### config.mk
export PLATFORM = sky130hd
export DESIGN_NAME = cfc_mac
export DESIGN_NICKNAME = d
export VERILOG_FILES = /design/src/design/censored_fir_convolver_defines.svh /design/src/design/cfc_pkg.sv /design/src/design/cfc_mac.sv
export SDC_FILE = /design/constraint.sdc
export NUM_CORES = 2
export LEC_CHECK = 0
export ABC_AREA = 1
export BUFFER_PORTS_ARGS = -buffer_cell sky130_fd_sc_hd__buf_2
export CAP_MARGIN = 20
export CORE_ASPECT_RATIO = 1.2
export CORE_MARGIN = 1.5
export CORE_UTILIZATION = 60
export DETAILED_ROUTE_END_ITERATION = 6
export PLACE_DENSITY = 0.77
export SETUP_SLACK_MARGIN = 0.1
export SLEW_MARGIN = 20
export SYNTH_ARGS = -nofsm -noshare
export SYNTH_HDL_FRONTEND = slang
export SYNTH_SLANG_ARGS = --single-unit
### constraint.sdc
create_clock -name clock -period 7.1 [get_ports clock]
set_clock_uncertainty 0.1 [all_clocks]
set_input_delay 0.355 -clock clock [delete_from_list [all_inputs] [get_ports clock]]
set_output_delay 0.355 -clock clock [all_outputs]
set_load 0.02 [all_outputs]
### src/design/censored_fir_convolver_defines.svh
// Assertion macros for the censored FIR convolver.
// Each macro takes a label, clock, reset, antecedent and consequent.
`ifndef CENSORED_FIR_CONVOLVER_DEFINES_SVH
`define CENSORED_FIR_CONVOLVER_DEFINES_SVH

`ifndef NO_ASSERTIONS

// Consequent must hold in the same cycle.
`define CFC_ASSERT_NOW(label, clk, rst, ante, cons) \
label: assert property (@(posedge clk) disable iff (rst) (ante) |-> (cons)) \
   else $error("cfc assertion failed");

// Consequent must hold in the following cycle.
`define CFC_ASSERT_NEXT(label, clk, rst, ante, cons) \
label: assert property (@(posedge clk) disable iff (rst) (ante) |=> (cons)) \
   else $error("cfc assertion failed");

`else

`define CFC_ASSERT_NOW(label, clk, rst, ante, cons)
`define CFC_ASSERT_NEXT(label, clk, rst, ante, cons)

`endif

`endif

### src/design/cfc_pkg.sv
`timescale 1ns / 1ps
`default_nettype none

package cfc_pkg;

   localparam int MAX_TAPS   = 256;
   localparam int INDEX_BITS = 16;

   localparam int TAP_AW = $clog2(MAX_TAPS);
   localparam int TAP_CW = $clog2(MAX_TAPS + 1);

   localparam int ACTION_W   = 2;
   localparam int TAP_IDX_W  = 8;
   localparam int TAP_W      = 24;
   localparam int SAMPLE_W   = 32;
   localparam int PROD_W     = TAP_W + SAMPLE_W;
   localparam int ACC_W      = 64;

   localparam int KLEN_W     = 9;
   localparam int THRESH_W   = 31;
   localparam int LIMIT_W    = 16;
   localparam int CSR_IDX_W  = 2;
   localparam int CSR_DATA_W = 32;

   localparam logic [KLEN_W-1:0]   KLEN_RESET   = 9'd141;
   localparam logic [THRESH_W-1:0] THRESH_RESET = 31'd8533248;
   localparam logic [LIMIT_W-1:0]  LIMIT_RESET  = 16'd0;

   // 99999.0 in Q40.24
   localparam logic [ACC_W-1:0] CENSOR_MARK = 64'h0000_0186_9F00_0000;

   localparam logic [CSR_IDX_W-1:0] CSR_KERNEL_LENGTH    = 2'd0;
   localparam logic [CSR_IDX_W-1:0] CSR_CENSOR_THRESHOLD = 2'd1;
   localparam logic [CSR_IDX_W-1:0] CSR_OUTPUT_LIMIT     = 2'd2;

   typedef enum logic [ACTION_W-1:0] {
      ACT_LOAD    = 2'd0,
      ACT_SAMPLE  = 2'd1,
      ACT_DRAIN   = 2'd2,
      ACT_RESTART = 2'd3
   } action_type;

   typedef enum logic [3:0] {
      ST_IDLE  = 4'b0001,
      ST_RUN   = 4'b0010,
      ST_FLUSH = 4'b0100,
      ST_DONE  = 4'b1000
   } state_type;

   // Memory and datapath control from the sequencer
   typedef struct packed {
      logic [TAP_AW-1:0]          kern_raddr;
      logic [TAP_AW-1:0]          hist_raddr;
      logic                       hist_we;
      logic [TAP_AW-1:0]          hist_waddr;
      logic signed [SAMPLE_W-1:0] hist_wdata;
      logic                       mac_clear;
      logic                       rd_valid;
      logic                       rd_hist_valid;
   } seq_mem_type;

   // Result hand-off from the sequencer
   typedef struct packed {
      logic                  load;
      logic [INDEX_BITS-1:0] index;
      logic                  censored;
   } seq_res_type;

endpackage

`default_nettype wire

### src/design/cfc_mac.sv
`timescale 1ns / 1ps
`default_nettype none

module cfc_mac import cfc_pkg::*; (
   input  logic                       clock,
   input  logic                       reset,
   input  logic                       clear,
   input  logic                       in_valid,
   input  logic signed [TAP_W-1:0]    tap,
   input  logic signed [SAMPLE_W-1:0] sample,
   output logic signed [ACC_W-1:0]    acc,
   output logic                       sat,
   output logic                       busy
);

   logic signed [PROD_W-1:0] prod_ff;
   logic                     prod_v_ff;
   logic signed [ACC_W-1:0]  acc_ff, acc_in;
   logic                     sat_ff, sat_in;
   logic [ACC_W:0]           sum;

   // Register the product before the add
   always_ff @(posedge clock) begin
      prod_ff <= tap * sample;
      if (reset) begin
         prod_v_ff <= 1'b0;
      end else begin
         prod_v_ff <= in_valid;
      end
   end

   always_comb begin
      sum    = {acc_ff[ACC_W-1], acc_ff}
             + {{(ACC_W + 1 - PROD_W){prod_ff[PROD_W-1]}}, prod_ff};
      acc_in = acc_ff;
      sat_in = sat_ff;
      if (clear) begin
         acc_in = '0;
         sat_in = 1'b0;
      end else if (prod_v_ff) begin
         if (sum[ACC_W] != sum[ACC_W-1]) begin
            // clip and keep accumulating from the limit
            acc_in = sum[ACC_W] ? {1'b1, {(ACC_W-1){1'b0}}} : {1'b0, {(ACC_W-1){1'b1}}};
            sat_in = 1'b1;
         end else begin
            acc_in = sum[ACC_W-1:0];
         end
      end
   end

   always_ff @(posedge clock) begin
      acc_ff <= acc_in;
      sat_ff <= sat_in;
   end

   assign acc  = acc_ff;
   assign sat  = sat_ff;
   assign busy = prod_v_ff;

endmodule

`default_nettype wire

==> metrics <==
outcome=finished, final reports clean; CTS Buf Count=17; Die Area=62700 um2; P&R area growth vs syn=6.47%; final core occ=between 60 and 70%; register area share after synthesis=6.65%; Final WS setup=0.347 ns; drt drc=0; Crit Path Class=input port to register; Bufs and invs on worst path=6; count leader, synth=inv_1; I/O Buffers=125; clock sinks=between 100 and 150; Routed Antenna Nets=0; Mean Syn Cell Area=7.49 um2; # setup viols final=0; Ports=about 130; share of the synthesized area in the top cell type=between 40 and 50%; Max Slew Vio Count=0; CTS Buffer Depth=2; CP required=~7.3 ns; largest net degree at the start of global routing=67; routed vias/inst=5.34; Worst setup SP type=input port; Max-slew headroom=roughly 46%; crit-path leading delay family=adder cells; DRT Pass-1 Iters=7; Iter 0 DRT Violations=a little over 2000; final net count=between 6000 and 7000; initial antenna violation count=1; CTS tree=yes; CP max stage cell=fa_1; CTS Root Cell=clkbuf_16; register bit count reported by yosys=122; Die Span Y=approximately 270 um; Placer Congestion=between 1 and 1.5; Routed wire per std cell=around 18 um; Rows=99; Post-synth top cells=1424 x inv_1, 1270 x nand2_1, 784 x fa_1, 231 x nor2_1, 214 x ha_1; Data arrival, critical path=~7 ns; worst r2r src=prod_ff[55]$_DFF_P_; Yosys top cell by area=fa_1; GR Overflow Total=0; Die X-Extent=229 um; hold crit path type=input port to register; Post-synth ARST share=0%; via count=between 30000 and 40000; yosys warns=0; layout cells sized above 1=slightly above 6%; RSZ-0062 raised after global routing=no; Worst Path Max Fanout=24; final number of hold-violating endpoints=0; Post-synth EDFFs=0; Worst Reg2Reg Path Length in Cells=12; Max Fclk=~150 MHz; top_reg_cell synth=dfxtp_1; first-pass GRT wire length=~170 mm; R2R setup slack=around 3.2 ns; slowest cell delay on critical path=around 0.54 ns; CTS H-tree lvls=4; Tcrit/Tclk final=a little over nine tenths; number of setup buffers added after CTS=0; pre-CTS setup slack=-0.0199 ns; drt total wl=around 110 mm; vias in the first global route=roughly 33000; Worst Setup End Kind=register; worst hold stages=3; Tmin final=6.75 ns; Synth cell types=43; hold endpoint=busy$_SDFF_PP0_; hold_sp=in_valid; Area contributors post-synth=fa_1 43%, inv_1 15%, nand2_1 13%, ha_1 7.3%, dfxtp_1 6.7%; CORE AREA=60700 um2; Reg-to-Reg End=acc[19]$_SDFFE_PP0P_; Max Cap Viol=0; Top cell by count, worst path=fa_1; Worst Tran Pin Value=0.806 ns; initial core utilization=between 60% and 70%; hpwl dp=a little under 90 mm; Cell Area, Synth=roughly 37000 um2; cells after synthesis=between 4000 and 5000; GRT Overall Usage=around a third; Mapped Nets=a little under 6000; Skew-Pair Late Insertion Delay=approximately 0.45 ns; Reg clk slew, reported paths=around 0.06 ns
-- worst max-delay path by stage --
stage	from	endpoint	slack [ns]	cells past startpoint
2_1_floorplan	sample[31]	prod_ff[54]$_DFF_P_	0.69	24
3_3_place_gp	sample[18]	prod_ff[41]$_DFF_P_	0.05	25
3_5_place_dp	sample[18]	prod_ff[41]$_DFF_P_	-0.02	25
4_1_cts	sample[18]	prod_ff[41]$_DFF_P_	0.44	25
5_1_grt	sample[18]	prod_ff[41]$_DFF_P_	0.12	25
6_report	sample[18]	prod_ff[41]$_DFF_P_	0.35	25
-- what timing repair did --
action,4_1_cts,5_1_grt
gates resized for setup,0,1
endpoints found under the hold margin,3,0
setup endpoints to repair,0,1
hold buffers,2,0
-- worst reg2reg max path, stage by stage, from the launching register on --
cell     delay, ns
dfxtp_1       0.60
ha_1          0.41
a21oi_1       0.29
nand2_1       0.10
a21oi_1       0.14
nand2_1       0.07
a21oi_1       0.36
nand2_1       0.13
nand2_1       0.07
nand2_1       0.10
a21oi_4       0.67
buf_4         0.60
a21oi_1       0.17
-- per-stage QoR --
stage                     area, um2  TNS [ns]  hold slack [ns]  cells
after floorplan               36700         0            0.324   4904
after global placement        38500         0            0.351   5768
after detailed placement      38500   -0.0199            0.381   5768
after CTS                     39100         0           0.0102   5801
after global routing          39100         0           0.0251   5802
final                         39100         0           0.0215   5802
-- cell type report --
class                           instances  area (um2)
Antenna cell                            1        2.50
Clock buffer                           17         425
Clock inverter                         14         173
Fill cell                            5419       21600
Inverter                             1427        5360
Multi-Input combinational cell       3193       28200
Sequential cell                       122        2440
Tap cell                              808        1010
Timing Repair Buffer                  220        1440
-- cells in the final DEF (no fill, tap or decap), types with 27 or more instances in the layout --
master,n
inv_1,1424
fa_1,784
nand2_1,1270
ha_1,214
o21bai_1,27
dfxtp_1,121
xnor2_1,27
buf_4,85
xor2_1,76
o21ai_0,123
nand3_1,98
a21oi_1,185
buf_2,125
nor2_1,231
-- sequential cells by signal, indices dropped and copies added, names as in the netlist --
name	flops
acc	64
busy	1
prod_ff	56
sat	1
-- metal layers --
layer / track usage (%) / up-vias / wire [um]
met5: 0 / - / 0
met4: 19.1 / 0 / 6320
met3: 5.40 / 370 / 8160
met2: 61.7 / 1396 / 51400
met1: 42.0 / 15000 / 39500
li1: - / 14200 / -
-- kinds of logic (layout without fill, tap and decap cells) --
group	Yosys count	count (layout)	synth area share [%]
and+or+nand+nor	1680	1680	18.1
buffers and inverters	1589	1678	16.4
adders and majority gates	998	998	50.0
AOI/OAI and AO/OA	412	412	6.35
DFF	122	122	6.65
xor gates and xnor gates	103	103	2.46
other	0	1	0
Power is left out: the tool's default activity adds up to more than one toggle a clock period on the data nets, which glitch-free logic cannot reach.
