<file path="src/design/censored_fir_convolver_defines.svh">
// Assertion macros for the censored FIR convolver.
// Each macro takes a label, clock, reset, antecedent and consequent.
`ifndef CENSORED_FIR_CONVOLVER_DEFINES_SVH
`define CENSORED_FIR_CONVOLVER_DEFINES_SVH

`ifndef NO_ASSERTIONS

// Consequent must hold in the same cycle.
`define CFC_ASSERT_NOW(label, clk, rst, ante, cons) \
label: assert property (@(posedge clk) disable iff (rst) (ante) |-> (cons)) \
   else $error("cfc assertion failed");

// Consequent must hold in the following cycle.
`define CFC_ASSERT_NEXT(label, clk, rst, ante, cons) \
label: assert property (@(posedge clk) disable iff (rst) (ante) |=> (cons)) \
   else $error("cfc assertion failed");

`else

`define CFC_ASSERT_NOW(label, clk, rst, ante, cons)
`define CFC_ASSERT_NEXT(label, clk, rst, ante, cons)

`endif

`endif

</file>
<file path="src/design/cfc_pkg.sv">
`timescale 1ns / 1ps
`default_nettype none

package cfc_pkg;

   localparam int MAX_TAPS   = 256;
   localparam int INDEX_BITS = 16;

   localparam int TAP_AW = $clog2(MAX_TAPS);
   localparam int TAP_CW = $clog2(MAX_TAPS + 1);

   localparam int ACTION_W   = 2;
   localparam int TAP_IDX_W  = 8;
   localparam int TAP_W      = 24;
   localparam int SAMPLE_W   = 32;
   localparam int PROD_W     = TAP_W + SAMPLE_W;
   localparam int ACC_W      = 64;

   localparam int KLEN_W     = 9;
   localparam int THRESH_W   = 31;
   localparam int LIMIT_W    = 16;
   localparam int CSR_IDX_W  = 2;
   localparam int CSR_DATA_W = 32;

   localparam logic [KLEN_W-1:0]   KLEN_RESET   = 9'd141;
   localparam logic [THRESH_W-1:0] THRESH_RESET = 31'd8533248;
   localparam logic [LIMIT_W-1:0]  LIMIT_RESET  = 16'd0;

   // 99999.0 in Q40.24
   localparam logic [ACC_W-1:0] CENSOR_MARK = 64'h0000_0186_9F00_0000;

   localparam logic [CSR_IDX_W-1:0] CSR_KERNEL_LENGTH    = 2'd0;
   localparam logic [CSR_IDX_W-1:0] CSR_CENSOR_THRESHOLD = 2'd1;
   localparam logic [CSR_IDX_W-1:0] CSR_OUTPUT_LIMIT     = 2'd2;

   typedef enum logic [ACTION_W-1:0] {
      ACT_LOAD    = 2'd0,
      ACT_SAMPLE  = 2'd1,
      ACT_DRAIN   = 2'd2,
      ACT_RESTART = 2'd3
   } action_type;

   typedef enum logic [3:0] {
      ST_IDLE  = 4'b0001,
      ST_RUN   = 4'b0010,
      ST_FLUSH = 4'b0100,
      ST_DONE  = 4'b1000
   } state_type;

   // Memory and datapath control from the sequencer
   typedef struct packed {
      logic [TAP_AW-1:0]          kern_raddr;
      logic [TAP_AW-1:0]          hist_raddr;
      logic                       hist_we;
      logic [TAP_AW-1:0]          hist_waddr;
      logic signed [SAMPLE_W-1:0] hist_wdata;
      logic                       mac_clear;
      logic                       rd_valid;
      logic                       rd_hist_valid;
   } seq_mem_type;

   // Result hand-off from the sequencer
   typedef struct packed {
      logic                  load;
      logic [INDEX_BITS-1:0] index;
      logic                  censored;
   } seq_res_type;

endpackage

`default_nettype wire

</file>
<file path="src/design/cfc_seq.sv">
`timescale 1ns / 1ps
`default_nettype none

module cfc_seq import cfc_pkg::*; (
   input  logic                       clock,
   input  logic                       reset,
   input  logic                       req_fire,
   input  action_type                 req_action,
   input  logic signed [SAMPLE_W-1:0] req_sample,
   input  logic [KLEN_W-1:0]          kernel_length,
   input  logic [THRESH_W-1:0]        censor_threshold,
   input  logic [LIMIT_W-1:0]         output_limit,
   input  logic                       mac_busy,
   input  logic                       out_free,
   output logic                       req_ready,
   output seq_mem_type                mem,
   output seq_res_type                res
);

   state_type               state_ff, state_in;
   logic [TAP_CW-1:0]       tap_cnt_ff, tap_cnt_in;
   logic [TAP_AW-1:0]       hist_addr_ff, hist_addr_in;
   logic [TAP_AW-1:0]       ptr_ff, ptr_in;
   logic [INDEX_BITS-1:0]   cnt_ff, cnt_in;
   logic                    cens_ff, cens_in;
   logic [MAX_TAPS-1:0]     hvld_ff, hvld_in;
   logic                    rd_v_ff, rd_hv_ff;

   logic [TAP_CW-1:0]       len;
   logic [SAMPLE_W-1:0]     mag;
   logic                    cens_now;
   logic                    step;
   logic                    issue;
   logic                    suppress;
   logic                    retire;
   logic signed [SAMPLE_W-1:0] x;

   always_comb begin
      len = (32'(kernel_length) > MAX_TAPS) ? TAP_CW'(MAX_TAPS) : TAP_CW'(kernel_length);
      mag = req_sample[SAMPLE_W-1] ? (~req_sample + SAMPLE_W'(1)) : req_sample;
      cens_now = (req_action == ACT_SAMPLE) && (mag >= SAMPLE_W'(censor_threshold));
      x = ((req_action == ACT_SAMPLE) && !cens_now) ? req_sample : '0;
      step = req_fire && (req_action inside {ACT_SAMPLE, ACT_DRAIN});
      issue = (state_ff == ST_RUN);
      suppress = (output_limit != '0) && (32'(cnt_ff) >= 32'(output_limit));
      retire = (state_ff == ST_DONE) && out_free;
   end

   always_comb begin
      state_in     = state_ff;
      tap_cnt_in   = tap_cnt_ff;
      hist_addr_in = hist_addr_ff;
      ptr_in       = ptr_ff;
      cnt_in       = cnt_ff;
      cens_in      = cens_ff;
      hvld_in      = hvld_ff;
      case (state_ff)
         ST_IDLE: begin
            if (req_fire && (req_action == ACT_RESTART)) begin
               hvld_in = '0;
               ptr_in  = '0;
               cnt_in  = '0;
            end else if (step) begin
               hvld_in[ptr_ff] = 1'b1;
               cens_in      = cens_now;
               tap_cnt_in   = '0;
               hist_addr_in = ptr_ff;
               state_in     = (len == '0) ? ST_FLUSH : ST_RUN;
            end
         end
         ST_RUN: begin
            // walk taps forward and history backward
            tap_cnt_in   = tap_cnt_ff + TAP_CW'(1);
            hist_addr_in = (hist_addr_ff == '0) ? TAP_AW'(MAX_TAPS - 1)
                                                 : hist_addr_ff - TAP_AW'(1);
            if ((tap_cnt_ff + TAP_CW'(1)) == len) begin
               state_in = ST_FLUSH;
            end
         end
         ST_FLUSH: begin
            if (!rd_v_ff && !mac_busy) begin
               state_in = ST_DONE;
            end
         end
         ST_DONE: begin
            if (out_free) begin
               ptr_in   = (ptr_ff == TAP_AW'(MAX_TAPS - 1)) ? '0 : ptr_ff + TAP_AW'(1);
               cnt_in   = cnt_ff + INDEX_BITS'(1);
               state_in = ST_IDLE;
            end
         end
         default: begin
            state_in = ST_IDLE;
         end
      endcase
   end

   always_ff @(posedge clock) begin
      tap_cnt_ff   <= tap_cnt_in;
      hist_addr_ff <= hist_addr_in;
      cens_ff      <= cens_in;
      rd_hv_ff     <= hvld_ff[hist_addr_ff];
      if (reset) begin
         state_ff <= ST_IDLE;
         ptr_ff   <= '0;
         cnt_ff   <= '0;
         hvld_ff  <= '0;
         rd_v_ff  <= 1'b0;
      end else begin
         state_ff <= state_in;
         ptr_ff   <= ptr_in;
         cnt_ff   <= cnt_in;
         hvld_ff  <= hvld_in;
         rd_v_ff  <= issue;
      end
   end

   assign req_ready = (state_ff == ST_IDLE);

   always_comb begin
      mem.kern_raddr    = tap_cnt_ff[TAP_AW-1:0];
      mem.hist_raddr    = hist_addr_ff;
      mem.hist_we       = step;
      mem.hist_waddr    = ptr_ff;
      mem.hist_wdata    = x;
      mem.mac_clear     = step;
      mem.rd_valid      = rd_v_ff;
      mem.rd_hist_valid = rd_hv_ff;
      res.load          = retire && !suppress;
      res.index         = cnt_ff;
      res.censored      = cens_ff;
   end

endmodule

`default_nettype wire

</file>
<file path="config.mk">
export PLATFORM = sky130hd
export DESIGN_NAME = cfc_seq
export DESIGN_NICKNAME = d
export VERILOG_FILES = /design/src/design/censored_fir_convolver_defines.svh /design/src/design/cfc_pkg.sv /design/src/design/cfc_seq.sv
export SDC_FILE = /design/constraint.sdc
export NUM_CORES = 1
export LEC_CHECK = 0
export BUFFER_PORTS_ARGS = -buffer_cell sky130_fd_sc_hd__buf_2
export CAP_MARGIN = 0
export CORE_UTILIZATION = 46
export DETAILED_ROUTE_END_ITERATION = 10
export PLACE_DENSITY = 0.65
export SKIP_LAST_GASP = 1
export SLEW_MARGIN = 20
export SYNTH_ARGS = -nofsm -noshare
export SYNTH_HDL_FRONTEND = slang
export SYNTH_SLANG_ARGS = --single-unit
</file>
<file path="constraint.sdc">
create_clock -name clock -period 11.14 [get_ports clock]
set_clock_uncertainty 0.05 [all_clocks]
set_input_delay 1.671 -clock clock [delete_from_list [all_inputs] [get_ports clock]]
set_output_delay 1.671 -clock clock [all_outputs]
set_load 0.1 [all_outputs]
</file>
==> results_dict.tcl <==
set metrics [dict create \
    reg2reg_slack_ns 7.48 \
    worst-setup-path-type "input pin to output port" \
    cts_resized 0 \
    tns_ns 0 \
    viasPerCell 5.86 \
    worst_slack_ns 3.46 \
    wl_per_cell_um 19.6 \
    grt_pass1_vias 12500 \
    fillCellCount 2898 \
    drc 0 \
    vias 13100 \
    final_common_cell "nor2_1" \
    cts_setup_buffers 0 \
    io_pins 174 \
    synth_area_per_cell_sq_um 8.96 \
    ff_latch_area_sq_um 6270 \
    min_path_type "flop to flop" \
    first_pass_iters 6 \
    tritoncts "built" \
    p_leak_nw 6.94 \
    nets 1934 \
    grt_usage_pct 26.3 \
    clockBufferDepth 3 \
    drt_iter0_drc 1325 \
    clock-root-buffer "clkbuf_16" \
    netlist_instances 1676 \
    startpoint_type "input pin" \
    endpoint_kind "output port" \
    synthesis.area_sq_um 15000 \
    critPathMaxStageDelay_ns 0.55 \
    grt_max_degree 110 \
    ys.warnings.count 0 \
    pre_cts_ws_ns 3.48 \
    holdWs_ns 0.412 \
    status "finished clean" \
    cp_slowest_cell "or4_4" \
    port_buffers 173 \
    drive_gt1_share_pct 19.4 \
    synth.net_count 1829 \
    grt_setup_unrepaired "no" \
    seq_area_frac_synth_pct 41.7 \
    fin_total_pwr_mw 3.47 \
    synth-seq-cells 304 \
    die_w_um 183 \
    p_per_area_nw_per_um2 200 \
    syn_to_final_growth_pct 15.4 \
    hpwlAfterDp_um 29400 \
    overflow 0 \
    ant_nets 0 \
    tightestPinTransition_ns 1.07 \
    crit_required_ns 9.42 \
    synthFlopType "dfxtp_1" \
    grt_pass1_wl_um 69100 \
    path_cells "buf_2, or4_4, or2_1, or3_4, nand2b_4, o31ai_1, xnor2_1, ha_1, a21o_1, a2111oi_0, o211ai_1, a21oi_1, o21ai_1, a211oi_2, buf_4, and2_1, buf_2" \
    htree_levels 2 \
    synthDistinctLibCells 64 \
    drt-total-wl_um 43900 \
    placementRows 65 \
    max_cap_viol_count 0 \
    gp_congestion 0.883 \
    relSlewSlack_pct 28.0 \
    finalHoldViolations 0 \
    fin_util_pct 54.5 \
    fp.dieH_um 183 \
    synth-edff-count 18 \
    crit_fanout 32 \
    multiInputGateArea_sq_um 8070 \
    core_sq_um 31800 \
    layout_common_cells "nor2_1, dfxtp_1, a21oi_1" \
    insertion_delay_ns 0.52 \
    fin_crit_sh_pct 68.9 \
    crit_path_frequent_cell "buf_2" \
    fin_crit_ns 7.68 \
    cts_inserted_buffers 34 \
    cts_num_sinks 304 \
    die_area_sq_um 33400 \
    clk_pin_slew_ns 0.06 \
    antenna_found_initial 1 \
    async_flop_share_pct 0 \
    arrival_ns 5.96 \
    vdd_drop_max_v 0.000205 \
    timing.fmax_mhz 130 \
    drv_slew 0 \
    setup_violations 0 \
    cts_hold_buffers 0 \
    initial_core_util_pct 47.2 \
]
path summary, 6_finish.rpt:
path	cells past startpoint	endpoint	from
setup / recovery	17	mem[7]	req_sample[5]
hold / removal	2	hvld_ff[6]	hvld_ff[6]
setup reg to reg	6	hvld_ff[192]	state_ff[3]
hold reg to reg	2	hvld_ff[6]	hvld_ff[6]
worst max-delay path: cells and delay by family:
| family | cells | cell delay, ns |
|---|---|---|
| AND/OR/NAND/NOR | 5 | 1.51 |
| AO/OA/AOI/OAI | 7 | 1.50 |
| buffers and inverters | 3 | 0.82 |
| adder cells (fa/ha/maj) | 1 | 0.26 |
| XOR/XNOR | 1 | 0.17 |
per-stage QoR:
stage	cell area, sq um	instances
floorplan	15000	1676
global placement	16100	2180
detailed placement	16100	2180
CTS	17300	2241
global route	17300	2242
finish	17300	2242
cell type report:
class                   count  area share [%]
multi-input cells        1182            46.5
flip-flops and latches    304            36.1
repair buffers            201            6.23
clock buffers              51            6.03
well taps                 435            3.14
inverters                  58            1.26
clock inverters            10           0.664
diodes                      1          0.0144
cells in the mapped netlist, types with 12 or more instances:
master / count / share of area (%)
a21oi_1: 225 / 7.5
xnor2_1: 43 / 2.5
a31oi_1: 17 / 0.71
mux2i_1: 17 / 1.1
and2_1: 38 / 1.6
clkbuf_1: 101 / 2.5
nand4_1: 15 / 0.62
ha_1: 58 / 4.8
a21o_1: 20 / 1.0
xor2_1: 12 / 0.70
dfxtp_1: 286 / 38
nor3_1: 22 / 0.73
nand3_1: 28 / 0.93
edfxtp_1: 18 / 3.6
nand2_1: 45 / 1.1
inv_1: 57 / 1.4
a22oi_1: 55 / 2.7
nor2_1: 342 / 8.5
buf_4: 19 / 0.95
mux4_2: 60 / 9.0
o21ai_0: 24 / 0.80
metal layers:
layer / vias to the layer above / routed length (um) / global-route usage (%) / part of all wire [%]
li1: 6174 / - / - / -
met1: 6327 / 18700 / 34.9 / 43
met2: 551 / 20400 / 43.3 / 47
met3: 89 / 3550 / 4.53 / 8.1
met4: 0 / 1190 / 8.50 / 2.7
met5: - / 0 / 0 / 0
power by group:
part / total (mW) / switching (mW) / internal [mW] / leakage (nW)
Combinational: 1.10 / 0.801 / 0.298 / 3.89
Clock: 1.15 / 0.450 / 0.698 / 0.578
Sequential: 1.22 / 0.0670 / 1.15 / 2.48
Total: 3.47 / 1.32 / 2.15 / 6.94
logic make-up after synthesis:
kind of cell | synth area share (%)
buffers and inverters | 5.26
flip-flops | 41.7
adder cells (fa/ha/maj) | 4.83
AO/OA/AOI/OAI | 17.1
XOR/XNOR | 3.21
AND/OR/NAND/NOR | 17.5
multiplexers | 10.4
registers in the layout, indices dropped and copies added, names as in the netlist, 4 cells and up:
name	flops
state_ff	4
hvld_ff	256
ptr_ff	8
hist_addr_ff	8
cnt_ff	16
tap_cnt_ff	9
No activity file was read; power rests on OpenSTA's default activity.
